File: src/rtl/matrix_vector_multiply_core_defines.svh
// Assertion macros shared by the matrix-vector multiply RTL.
// Depends on nothing; included by the top level only.
`ifndef MATRIX_VECTOR_MULTIPLY_CORE_DEFINES_SVH
`define MATRIX_VECTOR_MULTIPLY_CORE_DEFINES_SVH

// Same-cycle implication, disabled while reset is high.
`define MVM_ASSERT_NOW(label, clk, rst, ante, cons) \
  label: assert property (@(posedge clk) disable iff (rst) (ante) |-> (cons)) \
    else $error("mvm assertion failed");

// Next-cycle implication, disabled while reset is high.
`define MVM_ASSERT_NEXT(label, clk, rst, ante, cons) \
  label: assert property (@(posedge clk) disable iff (rst) (ante) |=> (cons)) \
    else $error("mvm assertion failed");

`endif

File: src/rtl/mvm_pkg.sv
// Shared types, constants and helpers for the matrix-vector multiply core.
// Depends on nothing; imported by every module of the block.
`timescale 1ns / 1ps

package mvm_pkg;

  localparam int MAX_N      = 1024;
  localparam int IDX_W      = 10;
  localparam int LEN_W      = 11;
  localparam int VAL_W      = 32;
  localparam int SUM_W      = 64;
  localparam int FIFO_DEPTH = 4;
  localparam int PTR_W      = $clog2(FIFO_DEPTH);
  localparam int CNT_W      = PTR_W + 1;
  localparam int IN_DATA_W  = 48;
  localparam int OUT_DATA_W = 80;

  typedef enum logic {
    OP_LOAD   = 1'b0,
    OP_MATRIX = 1'b1
  } op_t;

  // Travels with a matrix word down the pipeline.
  typedef struct packed {
    logic             row_end;
    logic             last_row;
    logic [IDX_W-1:0] row_index;
  } tag_t;

  typedef struct packed {
    logic                    last_row;
    logic signed [SUM_W-1:0] row_sum;
    logic [IDX_W-1:0]        row_index;
  } result_t;

  // A length of zero acts as one, anything above MAX_N acts as MAX_N.
  function automatic logic [LEN_W-1:0] eff_length(input logic [LEN_W-1:0] len);
    logic [LEN_W-1:0] n;
    n = len;
    if (len == '0) begin
      n = LEN_W'(1);
    end else if (len > LEN_W'(MAX_N)) begin
      n = LEN_W'(MAX_N);
    end
    return n;
  endfunction

endpackage

File: src/rtl/mvm_mac.sv
// Multiply stage and saturating Q32.32 accumulator of the matrix-vector core.
// Depends on mvm_pkg.
`timescale 1ns / 1ps

module mvm_mac
  import mvm_pkg::*;
(
  input  logic                    clk,
  input  logic                    rst,
  input  logic                    in_valid,
  input  logic signed [VAL_W-1:0] a,
  input  logic signed [VAL_W-1:0] b,
  input  tag_t                    in_tag,
  output logic                    pend_end,
  output logic                    push,
  output result_t                 res
);

  logic                    prod_valid;
  logic signed [SUM_W-1:0] prod;
  tag_t                    prod_tag;
  logic signed [SUM_W-1:0] acc;
  logic signed [SUM_W-1:0] raw_sum;
  logic signed [SUM_W-1:0] sat_sum;

  always_ff @(posedge clk) begin
    if (rst) begin
      prod_valid <= 1'b0;
    end else begin
      prod_valid <= in_valid;
    end
  end

  always_ff @(posedge clk) begin
    if (in_valid) begin
      prod     <= SUM_W'(a) * SUM_W'(b);
      prod_tag <= in_tag;
    end
  end

  // Overflow only when both operands share a sign that the sum lost.
  always_comb begin
    raw_sum = acc + prod;
    sat_sum = raw_sum;
    if (acc[SUM_W-1] == prod[SUM_W-1] && raw_sum[SUM_W-1] != acc[SUM_W-1]) begin
      sat_sum = acc[SUM_W-1] ? {1'b1, {(SUM_W-1){1'b0}}} : {1'b0, {(SUM_W-1){1'b1}}};
    end
  end

  always_ff @(posedge clk) begin
    if (rst) begin
      acc <= '0;
    end else if (prod_valid) begin
      acc <= prod_tag.row_end ? '0 : sat_sum;
    end
  end

  assign pend_end      = prod_valid && prod_tag.row_end;
  assign push          = pend_end;
  assign res.row_index = prod_tag.row_index;
  assign res.row_sum   = sat_sum;
  assign res.last_row  = prod_tag.last_row;

endmodule

File: config.mk
export PLATFORM = sky130hd
export DESIGN_NAME = mvm_mac
export DESIGN_NICKNAME = d
export VERILOG_FILES = /design/src/rtl/matrix_vector_multiply_core_defines.svh /design/src/rtl/mvm_pkg.sv /design/src/rtl/mvm_mac.sv
export SDC_FILE = /design/constraint.sdc
export NUM_CORES = 2
export LEC_CHECK = 0
export BUFFER_PORTS_ARGS = -buffer_cell sky130_fd_sc_hd__buf_2
export CORE_ASPECT_RATIO = 0.7
export CORE_MARGIN = 2
export CORE_UTILIZATION = 50
export CTS_CLUSTER_DIAMETER = 200
export CTS_CLUSTER_SIZE = 30
export DETAILED_ROUTE_END_ITERATION = 8
export PLACE_DENSITY = 0.72
export SYNTH_ARGS = -nofsm -noshare
export SYNTH_HDL_FRONTEND = slang
export SYNTH_SLANG_ARGS = --single-unit
File: constraint.sdc
create_clock -name clk -period 12.5 [get_ports clk]
set_input_delay 1.875 -clock clk [delete_from_list [all_inputs] [get_ports clk]]
set_output_delay 1.875 -clock clk [all_outputs]
set_load 0.01 [all_outputs]
==> metrics.log <==
INFO  metric clock_path_buffers = 2
INFO  metric synth_area_per_cell = 9.333 um^2
INFO  metric post-cts-setup-buffers = 0
INFO  metric floorplan.die_area = 0.09184 mm^2
INFO  metric synthesis.area = 0.04470 mm^2
INFO  metric area_growth_syn_to_layout = 4.073%
INFO  metric postSynth.asyncResetShare = 0%
INFO  metric overflow = 0
INFO  metric synth.most_common_cell = sky130_fd_sc_hd__fa_1
INFO  metric via_count = 32.30k
INFO  metric cts_max_level = 4
INFO  metric detail_route.drc_violations = 0
INFO  metric grt_first_pass_wirelength = 191400 um
INFO  metric final-instance-count-excl-fill = 5876
INFO  metric worst_ep_required_time = 12.74 ns
INFO  metric start_util = 50.59%
INFO  metric boundary_pins = 156
INFO  metric startpoint_type = input pin
INFO  metric routed_wire_length_per_instance = 19.47 um
INFO  metric fin_area = 0.04652 mm^2
INFO  metric rsz0062_at_grt = no
INFO  metric ys.flop_type = sky130_fd_sc_hd__edfxtp_1
INFO  metric hpwlAfterDp = 91390 um
INFO  metric dpl_cell_area = 0.04586 mm^2
INFO  metric yosys.area.top_type_share = 48.51%
INFO  metric synth.yosys.seq_area_share = 8.017%
INFO  metric grt_antenna_before_repair = 6
INFO  metric fmaxAchievable = 99.89 MHz
INFO  metric synth_cells = 4789
INFO  metric cp_data_arrival_time = 10.25 ns
INFO  metric antenna_violating_nets_post_route = 0
INFO  metric insertion_delay = 0.44 ns
INFO  metric timing.final.hold_violations = 0
INFO  metric hold_buffers = 0
INFO  metric synth-seq-cells = 141
INFO  metric dieWidth = 361.4 um
INFO  metric drt_iter0_markers = 2118
INFO  metric first_global_vias = 35.37k
INFO  metric cts.sinks = 141
INFO  metric ys_top_cells_by_count = 1083 x sky130_fd_sc_hd__fa_1, 991 x sky130_fd_sc_hd__inv_1, 627 x sky130_fd_sc_hd__nand2_1
INFO  metric weighted_congestion_reported_at_the_end_of_routability_driven_placement = 0.9110
INFO  metric synthesis.yosys.warnings = 0
INFO  metric count_of_cells_resized_by_post_cts_repair = 0
INFO  metric path_clk_slew = 0.06 ns
INFO  metric post_drt_via_cell_ratio = 5.497
INFO  metric hold_path.class = reg2reg
INFO  metric hold-worst-slack = 0.4663 ns
INFO  metric die_h = 254.2 um
INFO  metric tns = 0 ns
INFO  metric placement.io_buffers = 155
INFO  metric synth_edf_count = 76
INFO  metric yosys_cell_types = 75
INFO  metric core_area = 0.08835 mm^2
INFO  metric worst_slew_pin_slew = 1.133 ns
INFO  metric row_count = 91
INFO  metric tritoncts = yes
INFO  metric finish.net_count = 6108
INFO  metric largest_net_degree_at_the_start_of_global_routing = 84
INFO  metric fraction_of_final_layout_cells_with_drive_strength_greater_than_1 = 4.499%
INFO  metric clock-skew-final = 0.01242 ns
INFO  metric finalSetupViolCount = 0
INFO  metric dp.cells = 5842
INFO  metric post-route-min-period = 10.01 ns
INFO  metric finalMaxSlewViolations = 0
INFO  metric mappedNetlistNets = 6198
INFO  metric slew_headroom = 24.45%
INFO  metric clock-root-buffer = sky130_fd_sc_hd__clkbuf_16
INFO  metric first_pass_iters = 5
INFO  metric outcome = completed
INFO  metric critical_path_peak_fanout = 32
INFO  metric synth_top_area_cell = sky130_fd_sc_hd__fa_1
INFO  metric path_class = in2reg
INFO  metric finalWirelength = 114400 um
INFO  metric number_of_max_cap_violations = 0
INFO  metric track_usage = 26.45%
INFO  metric final_cycle_share = 80.09%
INFO  metric cp-end-kind = flop
INFO  metric cts-buffers-inserted = 17
INFO  metric ys_top_cells_by_area = sky130_fd_sc_hd__fa_1 49%, sky130_fd_sc_hd__inv_1 8.3%, sky130_fd_sc_hd__and2_1 7.4%, sky130_fd_sc_hd__ha_1 6.9%, sky130_fd_sc_hd__nand2_1 5.3%
cells by family after synthesis:
family                   count (synthesis)  synth area share (%)
AO/OA/AOI/OAI                          546                 7.947
XOR/XNOR                               131                 2.567
adder cells (fa/ha/maj)               1331                 55.44
buffers and inverters                 1263                 10.87
flip-flops                             141                 8.017
AND/OR/NAND/NOR                       1377                 15.16
sequential cells by signal, indices dropped and copies added, names as in the netlist:
name	count
acc	64
prod_valid	1
prod_tag	1
prod	64
res	11
placed cells by master (no fill, tap or decap), types with 17 or more instances in the layout:
cell type / synthesis / routed
sky130_fd_sc_hd__xor2_1: 44 / 44
sky130_fd_sc_hd__nand4_1: 26 / 26
sky130_fd_sc_hd__dfxtp_1: 65 / 65
sky130_fd_sc_hd__nor2_1: 98 / 97
sky130_fd_sc_hd__nand2b_1: 19 / 19
sky130_fd_sc_hd__fa_1: 1083 / 1083
sky130_fd_sc_hd__and2_1: 530 / 529
sky130_fd_sc_hd__a21o_1: 70 / 70
sky130_fd_sc_hd__xnor2_1: 87 / 87
sky130_fd_sc_hd__inv_1: 991 / 991
sky130_fd_sc_hd__ha_1: 247 / 247
sky130_fd_sc_hd__o21ai_0: 83 / 83
sky130_fd_sc_hd__buf_2: 25 / 154
sky130_fd_sc_hd__clkbuf_16: 0 / 17
sky130_fd_sc_hd__a21oi_1: 206 / 206
sky130_fd_sc_hd__nand3_1: 19 / 19
sky130_fd_sc_hd__o21bai_1: 23 / 23
sky130_fd_sc_hd__nand2_1: 627 / 627
sky130_fd_sc_hd__edfxtp_1: 76 / 76
sky130_fd_sc_hd__a22o_1: 53 / 53
stage by stage:
step | util, % | worst slack (ns)
after floorplan | - | 3.263
after global placement | 51.90 | 2.278
after detailed placement | 51.90 | 2.153
after CTS | 52.64 | 2.579
after global routing | 52.65 | 1.956
final | 52.65 | 2.489
worst max-delay path, stage by stage:
cell	delay, ns
sky130_fd_sc_hd__buf_2	0.52
sky130_fd_sc_hd__nand2_1	0.19
sky130_fd_sc_hd__inv_1	0.17
sky130_fd_sc_hd__fa_1	0.47
sky130_fd_sc_hd__fa_1	0.50
sky130_fd_sc_hd__fa_1	0.76
sky130_fd_sc_hd__fa_1	1.03
sky130_fd_sc_hd__inv_1	0.42
sky130_fd_sc_hd__fa_1	0.59
sky130_fd_sc_hd__inv_1	0.06
sky130_fd_sc_hd__fa_1	0.55
sky130_fd_sc_hd__fa_1	0.43
sky130_fd_sc_hd__fa_1	0.46
sky130_fd_sc_hd__ha_1	0.38
sky130_fd_sc_hd__a21o_1	0.21
sky130_fd_sc_hd__a21o_1	0.17
sky130_fd_sc_hd__a21o_1	0.17
sky130_fd_sc_hd__a21oi_1	0.17
sky130_fd_sc_hd__o21ai_0	0.11
sky130_fd_sc_hd__a41oi_2	0.28
sky130_fd_sc_hd__o31ai_1	0.15
sky130_fd_sc_hd__o31ai_2	0.28
sky130_fd_sc_hd__nand3_1	0.12
sky130_fd_sc_hd__o311ai_1	0.11
layout make-up:
class / count / area, um^2
clock buffers: 21 / 440.4
repair buffers: 162 / 830.8
flip-flops and latches: 141 / 3583
fillers: 8036 / 41840
clock inverters: 11 / 216.5
well taps: 1162 / 1454
inverters: 992 / 3724
multi-input cells: 3385 / 36260
diodes: 2 / 5.005
per-layer routing:
metal  vias up  wire, um  track usage, %
met5         -        19               0
met1     16704     48800           36.58
li1      14182         -               -
met2      1199     53550           43.92
met3       213      8088           3.448
met4         4      3920           8.048
worst paths after layout:
check / from / end / slack [ns] / cells after the start
max: b[2] / prod[62]$_DFFE_PP_ / 2.49 / 24
min: acc[36]$_SDFFE_PP0P_ / acc[36]$_SDFFE_PP0P_ / 0.47 / 2
max reg2reg: prod[20]$_DFFE_PP_ / acc[22]$_SDFFE_PP0P_ / 7.87 / 13
min reg2reg: acc[36]$_SDFFE_PP0P_ / acc[36]$_SDFFE_PP0P_ / 0.47 / 2
Power is left out: the tool's default activity adds up to more than one toggle a clock period on the data nets, which glitch-free logic cannot reach.
