### config.mk
export PLATFORM = sky130hd
export DESIGN_NAME = mvm_out_fifo
export DESIGN_NICKNAME = d
export VERILOG_FILES = /design/src/rtl/matrix_vector_multiply_core_defines.svh /design/src/rtl/mvm_pkg.sv /design/src/rtl/mvm_out_fifo.sv
export SDC_FILE = /design/constraint.sdc
export NUM_CORES = 1
export LEC_CHECK = 0
export CORE_MARGIN = 3
export CORE_UTILIZATION = 42
export DETAILED_ROUTE_END_ITERATION = 12
export DONT_BUFFER_PORTS = 1
export GPL_ROUTABILITY_DRIVEN = 0
export PLACE_DENSITY = 0.55
export SLEW_MARGIN = 20
export SYNTH_ARGS = -nofsm -noshare
export SYNTH_HDL_FRONTEND = slang
export SYNTH_SLANG_ARGS = --single-unit
export TNS_END_PERCENT = 10
### constraint.sdc
create_clock -name clk -period 2.6 [get_ports clk]
set_input_delay 0.13 -clock clk [delete_from_list [all_inputs] [get_ports clk]]
set_output_delay 0.13 -clock clk [all_outputs]
set_load 0.005 [all_outputs]
### src/rtl/matrix_vector_multiply_core_defines.svh
// Assertion macros shared by the matrix-vector multiply RTL.
// Depends on nothing; included by the top level only.
`ifndef MATRIX_VECTOR_MULTIPLY_CORE_DEFINES_SVH
`define MATRIX_VECTOR_MULTIPLY_CORE_DEFINES_SVH

// Same-cycle implication, disabled while reset is high.
`define MVM_ASSERT_NOW(label, clk, rst, ante, cons) \
  label: assert property (@(posedge clk) disable iff (rst) (ante) |-> (cons)) \
    else $error("mvm assertion failed");

// Next-cycle implication, disabled while reset is high.
`define MVM_ASSERT_NEXT(label, clk, rst, ante, cons) \
  label: assert property (@(posedge clk) disable iff (rst) (ante) |=> (cons)) \
    else $error("mvm assertion failed");

`endif

### src/rtl/mvm_pkg.sv
// Shared types, constants and helpers for the matrix-vector multiply core.
// Depends on nothing; imported by every module of the block.
`timescale 1ns / 1ps

package mvm_pkg;

  localparam int MAX_N      = 1024;
  localparam int IDX_W      = 10;
  localparam int LEN_W      = 11;
  localparam int VAL_W      = 32;
  localparam int SUM_W      = 64;
  localparam int FIFO_DEPTH = 4;
  localparam int PTR_W      = $clog2(FIFO_DEPTH);
  localparam int CNT_W      = PTR_W + 1;
  localparam int IN_DATA_W  = 48;
  localparam int OUT_DATA_W = 80;

  typedef enum logic {
    OP_LOAD   = 1'b0,
    OP_MATRIX = 1'b1
  } op_t;

  // Travels with a matrix word down the pipeline.
  typedef struct packed {
    logic             row_end;
    logic             last_row;
    logic [IDX_W-1:0] row_index;
  } tag_t;

  typedef struct packed {
    logic                    last_row;
    logic signed [SUM_W-1:0] row_sum;
    logic [IDX_W-1:0]        row_index;
  } result_t;

  // A length of zero acts as one, anything above MAX_N acts as MAX_N.
  function automatic logic [LEN_W-1:0] eff_length(input logic [LEN_W-1:0] len);
    logic [LEN_W-1:0] n;
    n = len;
    if (len == '0) begin
      n = LEN_W'(1);
    end else if (len > LEN_W'(MAX_N)) begin
      n = LEN_W'(MAX_N);
    end
    return n;
  endfunction

endpackage

### src/rtl/mvm_out_fifo.sv
// Small result queue that decouples the accumulator from the output stream.
// Depends on mvm_pkg.
`timescale 1ns / 1ps

module mvm_out_fifo
  import mvm_pkg::*;
(
  input  logic             clk,
  input  logic             rst,
  input  logic             push,
  input  result_t          push_word,
  input  logic             pop,
  output result_t          head,
  output logic             not_empty,
  output logic [CNT_W-1:0] count
);

  result_t          slots [FIFO_DEPTH];
  logic [PTR_W-1:0] wr_ptr;
  logic [PTR_W-1:0] rd_ptr;

  always_ff @(posedge clk) begin
    if (push) begin
      slots[wr_ptr] <= push_word;
    end
  end

  always_ff @(posedge clk) begin
    if (rst) begin
      wr_ptr <= '0;
      rd_ptr <= '0;
      count  <= '0;
    end else begin
      if (push) begin
        wr_ptr <= wr_ptr + PTR_W'(1);
      end
      if (pop) begin
        rd_ptr <= rd_ptr + PTR_W'(1);
      end
      if (push && !pop) begin
        count <= count + CNT_W'(1);
      end else if (pop && !push) begin
        count <= count - CNT_W'(1);
      end
    end
  end

  assign head      = slots[rd_ptr];
  assign not_empty = (count != '0);

endmodule

==> summary.md, run 1 <==
| Metric | Value |
|---|---|
| Max IR drop VDD | `0.686 mV` |
| Reg2Reg Depth | `4` |
| Global-route wire length before repair | `32300 um` |
| Ys async rst share | `0` |
| DR pass1 iterations | `4` |
| Via count | `4800` |
| Hold/Removal Path Class | `input port to flip-flop` |
| Main flop type after synthesis | `edfxtp_1` |
| Tcrit/Tclk final | `0.831` |
| CP startpoint kind | `flip-flop` |
| Final setup fails | `0` |
| Violation count after the first detailed-route iteration | `356` |
| Final hold vios | `0` |
| Worst-path maximum fanout | `39` |
| Largest net degree at the start of global routing | `43` |
| Global route overflow | `0` |
| Detailed placer's ending HPWL | `12500 um` |
| CORE AREA | `26200 sq um` |
| Power per cell area | `842 nW/um^2` |
| Clock sinks | `309` |
| Slew Limit Fails | `0` |
| Die width | `170 um` |
| Pre-CTS setup slack | `0.866 ns` |
| Total GRT Usage | `0.148` |
| Routed Wire Length | `20800 um` |
| TritonCTS buffer count | `34` |
| Register bit total from synthesis | `309` |
| Reg2Reg Setup Slack | `0.94 ns` |
| Max Root-Sink Buffers | `3` |
| Clock slew at reported path FFs | `0.05 ns` |
| R2r endpoint | `slots[2][7]$_DFFE_PP_` |
| CP endpoint kind | `output port` |
| Number of synthesized flops with an enable pin | `300` |
| Clk Latency, worst-skew pair | `0.50 ns` |
| Leak Pwr | `4.36 nW` |
| Post-CTS Setup Bufs | `0` |
| Pin slew with the least headroom to its limit | `0.542 ns` |
| Final period demand of the worst path | `2.16 ns` |
| CP arrival | `2.03 ns` |
| Area grow syn2layout | `21.8%` |
| Vias in the first global route | `5384` |
| Synth Area per Inst | `25.9 sq um` |
| Share of cells above drive strength 1 | `0.249` |
| Clock root buffer | `clkbuf_16` |
| Final Worst Setup Slack | `0.438 ns` |
| Distinct cells, synth | `19` |
| Post-route DRC | `0` |
| Reg2Reg Launch Point | `wr_ptr[0]$_SDFFE_PP0P_` |
| H-tree levels | `2` |
| Vias per inst | `5.29` |
| Post-Synthesis Net Count | `519` |
| Fmax | `0.463 GHz` |
| Die area | `28800 sq um` |
| Final Core Density | `0.523` |
| DIE HEIGHT | `170 um` |
| Max-Cap Viols | `0` |
| Nets | `630` |
| Hold depth | `3` |
| Origin of the worst min-delay path | `push` |
| Yosys warns | `0` |
| WS Path Type | `flip-flop to output port` |
| Sequential element share of the synthesized area | `0.817` |
| CTS tree | `built` |
| Cells after synthesis | `434` |
| Top-level I/O count | `158` |
| Run status | `finished clean` |
| Initial antenna violation count | `4` |
| Synthesized area | `11200 sq um` |
| CP required | `2.47 ns` |
| Setup Skew | `0.0225 ns` |
| Post-route ant nets | `0` |
| Initial Util | `0.429` |
| Hold endpoint | `count[0]$_SDFFE_PP0P_` |
| Row cnt | `59` |
| RSZ-0062 raised after global routing | `no` |
| Post-DR wirelength/cell | `22.9 um` |
| I/O Buffers | `0` |
| Slew headroom | `0.639` |
==> final cells by class <==
type | count | area (sq um)
well taps | 335 | 419
inverters | 4 | 15.0
repair buffers | 92 | 976
multi-input cells | 104 | 1920
flip-flops and latches | 309 | 9200
diodes | 3 | 7.51
fillers | 2006 | 12500
clock inverters | 16 | 203
clock buffers | 45 | 956
==> state kept, by name, summed over array words and instances, names as in the netlist, named ones only <==
register,count
wr_ptr,2
slots,300
count,3
rd_ptr,2
==> kinds of logic (layout without fill, tap and decap cells) <==
kind of cell	count (synthesis)	after routing	share of synthesized area
xor+xnor	5	5	0.00390
flops	309	309	0.817
simple gates	14	14	0.00601
mux	77	77	0.152
buf+inv	21	157	0.0124
other cells	0	3	0
compound gates	2	2	0.000890
fa+ha+maj	6	6	0.00735
==> layout by cell type, fill, tap and decap left out, types with 2 or more instances in the layout <==
master / instances
mux4_2: 75
dfxtp_1: 7
mux2i_1: 2
clkbuf_1: 8
xnor2_1: 2
dfxtp_4: 2
or3_1: 2
edfxtp_1: 300
clkbuf_16: 37
dlygate4sd3_1: 79
and2_4: 4
inv_1: 4
clkinv_2: 5
buf_12: 7
bufinv_16: 5
diode_2: 3
buf_4: 6
ha_1: 5
nor2_1: 7
clkinv_1: 5
xor2_1: 3
==> per-stage QoR <==
step	power [mW]	std cells	hold WS, ns	area [sq um]	setup TNS (ns)
2_1_floorplan	6.44	434	0.229	11200	-27.58
6_report	11.5	908	0.0339	13700	0
4_1_cts	11.7	905	0.00927	13700	0
3_3_place_gp	6.64	765	0.206	11700	0
5_1_grt	12.0	907	0.0255	13700	0
3_5_place_dp	6.66	765	0.203	11700	0
==> repair_timing <==
| action | in CTS | in global routing |
|---|---|---|
| endpoints found under the hold margin | 309 | 0 |
| resized for setup | 0 | 0 |
| hold buffers | 79 | 0 |
==> per-layer routing <==
layer | track usage | part of all wire | vias up
met5 | 0 | 0.0010 | -
met4 | 0.0462 | 0.022 | 4
met3 | 0.0533 | 0.078 | 38
met2 | 0.231 | 0.47 | 147
met1 | 0.198 | 0.42 | 2518
li1 | - | - | 2093
==> cells in the mapped netlist, types with 2 or more instances <==
cell type,n,share of area
edfxtp_1,300,0.80
mux4_2,75,0.15
dfxtp_1,9,0.016
nor2_1,7,0.0023
buf_2,6,0.0027
buf_6,6,0.0060
ha_1,5,0.0056
and2_1,4,0.0022
inv_1,4,0.0013
clkbuf_1,3,0.0010
xor2_1,3,0.0023
buf_4,2,0.0013
mux2i_1,2,0.0018
or3_1,2,0.0011
xnor2_1,2,0.0016
==> report_power, final <==
group	switching [mW]	internal, mW
logic	0.442	0.414
clock network	1.78	3.08
registers	0.0886	5.72
==> worst max-delay path by stage <==
| stage | end | slack, ns | cells after the start |
|---|---|---|---|
| floorplan | slots[2][0]$_DFFE_PP_ | -0.14 | 3 |
| global placement | head[64] | 0.88 | 2 |
| detailed placement | head[64] | 0.87 | 2 |
| CTS | head[68] | 0.33 | 2 |
| global route | head[67] | 0.27 | 2 |
| finish | head[69] | 0.44 | 2 |
==> worst max-delay path, stage by stage (launching register included) <==
cell and delay (ns):
dfxtp_4 0.57, buf_12 0.36, mux4_2 0.60
Power figures use the tool's default switching activity.
==> run 2, diff against run 1 <==
--- a/config.mk
+++ b/config.mk
@@ -10,7 +10,7 @@
 export DETAILED_ROUTE_END_ITERATION = 12
 export DONT_BUFFER_PORTS = 1
 export GPL_ROUTABILITY_DRIVEN = 0
-export PLACE_DENSITY = 0.55
+export PLACE_DENSITY = 0.52
 export SLEW_MARGIN = 20
 export SYNTH_ARGS = -nofsm -noshare
 export SYNTH_HDL_FRONTEND = slang
==> constraint.sdc (replaced) <==
create_clock -name clk -period 2 [get_ports clk]
set_input_delay 0.1 -clock clk [delete_from_list [all_inputs] [get_ports clk]]
set_output_delay 0.1 -clock clk [all_outputs]
set_load 0.005 [all_outputs]
==> run 2 against run 1 <==
Via count is 0.44% lower. Non-clock buffer count rose by 10. Global-route usage shrank 0.47 points. Critical endpoint is now head[66].
==> summary.md, run 2 (same netlist as run 1, synthesis figures left out) <==
| Metric | Value |
|---|---|
| Run status | `finished clean` |
| Routed Wire Length | `20900 um` |
| Largest net degree at the start of global routing | `54` |
| Hold/Removal Path Class | `input port to flip-flop` |
| Global route overflow | `0` |
| Area grow syn2layout | `21.6%` |
| R2r endpoint | `slots[2][48]$_DFFE_PP_` |
| Hold depth | `2` |
| Fmax | `0.514 GHz` |
| CP startpoint kind | `flip-flop` |
| Total chip power | `13.9 mW` |
| Placed cells | `767` |
| Slew Limit Fails | `0` |
| Worst hold slack | `0.0927 ns` |
| Vias per inst | `5.24` |
| Origin of the worst min-delay path | `push` |
| Final setup fails | `0` |
| Initial Util | `0.429` |
| Row cnt | `59` |
| Largest regs | `slots (300), count (3)` |
| Slew headroom | `0.699` |
| Top-level I/O count | `158` |
| WS Path Type | `flip-flop to output port` |
| Detail Route met3 WL | `1360 um` |
| Final period demand of the worst path | `1.95 ns` |
| DP Area | `11800 sq um` |
| Post-route DRC | `0` |
| CP required | `1.90 ns` |
| Power per cell area | `1020 nW/um^2` |
| CTS tree | `built` |
| Vias in the first global route | `5197` |
| Clock slew at reported path FFs | `0.06 ns` |
| Violation count after the first detailed-route iteration | `253` |
| Die width | `170 um` |
| CORE AREA | `26200 sq um` |
| Clk Latency, worst-skew pair | `0.55 ns` |
| Max IR drop VDD | `1.05 mV` |
| Max-Cap Viols | `0` |
| Reg2Reg Setup Slack | `0.48 ns` |
| DIE HEIGHT | `170 um` |
| RSZ-0062 raised after global routing | `yes` |
| TritonCTS buffer count | `31` |
| Metal1 wirelength | `8540 um` |
| Via count | `4779` |
| Max layer used | `met5` |
| Setup Skew | `0.00576 ns` |
| Global-route wire length before repair | `31300 um` |
| Pre-CTS setup slack | `0.444 ns` |
| Fillers | `2022` |
| Tcrit/Tclk final | `0.973` |
| Initial antenna violation count | `2` |
| Post-route ant nets | `0` |
| Commonest non-fill, non-tap cell in the layout | `edfxtp_1` |
| Worst-path maximum fanout | `15` |
| Largest register by flop count | `slots` |
| Die area | `28800 sq um` |
| H-tree levels | `1` |
| Commonest non-fill, non-tap cells in the layout | `edfxtp_1, dlygate4sd3_1, mux4_2` |
| Detailed placer's ending HPWL | `12100 um` |
| Clock sinks | `309` |
| Total GRT Usage | `0.144` |
| Final Worst Setup Slack | `0.0543 ns` |
| Share of cells above drive strength 1 | `0.255` |
| Reg2Reg Launch Point | `wr_ptr[0]$_SDFFE_PP0P_` |
| Reg2Reg Depth | `4` |
| Pin slew with the least headroom to its limit | `0.452 ns` |
| Hold endpoint | `slots[0][29]$_DFFE_PP_` |
| Clock root buffer | `clkbuf_16` |
| Max reg flops | `300` |
| CP endpoint kind | `output port` |
| Nets | `637` |
| Max Root-Sink Buffers | `3` |
| Leak Pwr | `4.35 nW` |
| Design Area, Final | `13700 sq um` |
| Post-DR wirelength/cell | `22.9 um` |
| I/O Buffers | `0` |
| DR pass1 iterations | `4` |
| Final hold vios | `0` |
| Non-Filler Instances | `912` |
| Detail Route met2 WL | `10500 um` |
| CP arrival | `1.85 ns` |
-- run 2: worst max path at each step --
stage	startpoint	to	slack [ns]	depth (start not counted)
after floorplan	wr_ptr[0]$_SDFFE_PP0P_	slots[2][0]$_DFFE_PP_	-0.74	3
after global placement	wr_ptr[0]$_SDFFE_PP0P_	slots[0][70]$_DFFE_PP_	0.45	4
after detailed placement	flip-flop	head[33]	0.44	2
after CTS	flip-flop	head[32]	-0.01	3
after global routing	flip-flop	head[6]	-0.04	2
final	flip-flop	head[66]	0.05	2
-- run 2: stage by stage --
stage / TNS (ns) / util
finish: 0 / 0.521
global route: -0.644 / 0.521
CTS: -0.0201 / 0.519
detailed placement: 0 / 0.450
global placement: 0 / 0.450
floorplan: -162.58 / -
-- run 2: report_power, final --
group | internal (mW) | switching (mW)
Sequential | 7.43 | 0.104
Clock | 2.95 | 2.21
Combinational | 0.618 | 0.605
Total | 11.0 | 2.92
-- run 2: repair_timing --
action                                  CTS  global route
setup buffers                             4             1
endpoints found under the hold margin   323             0
gates cloned                              1             2
gates resized for setup                   1             2
hold buffers                             79             0
endpoints found under the setup margin   56            37
pin swaps                                 0             0
-- run 2: metal layers --
metal,track usage,vias to the layer above
li1,-,2102
met1,0.185,2502
met2,0.243,141
met3,0.0415,32
met4,0.0370,2
met5,0,-
-- run 2: cell type report --
class                           count  area, sq um  share of cell area
Antenna cell                        1         2.50            0.000183
Clock buffer                       38          802              0.0587
Multi-Input combinational cell    104         1920               0.141
Timing Repair Buffer              102         1190              0.0873
Sequential cell                   309         9200               0.673
Clock inverter                     19          115             0.00842
Inverter                            4         15.0             0.00110
Tap cell                          335          419              0.0307
-- run 2: worst max-delay path, stage by stage, from the launching register on --
cell	delay, ns
dfxtp_4	0.41
bufbuf_16	0.34
mux4_2	0.55
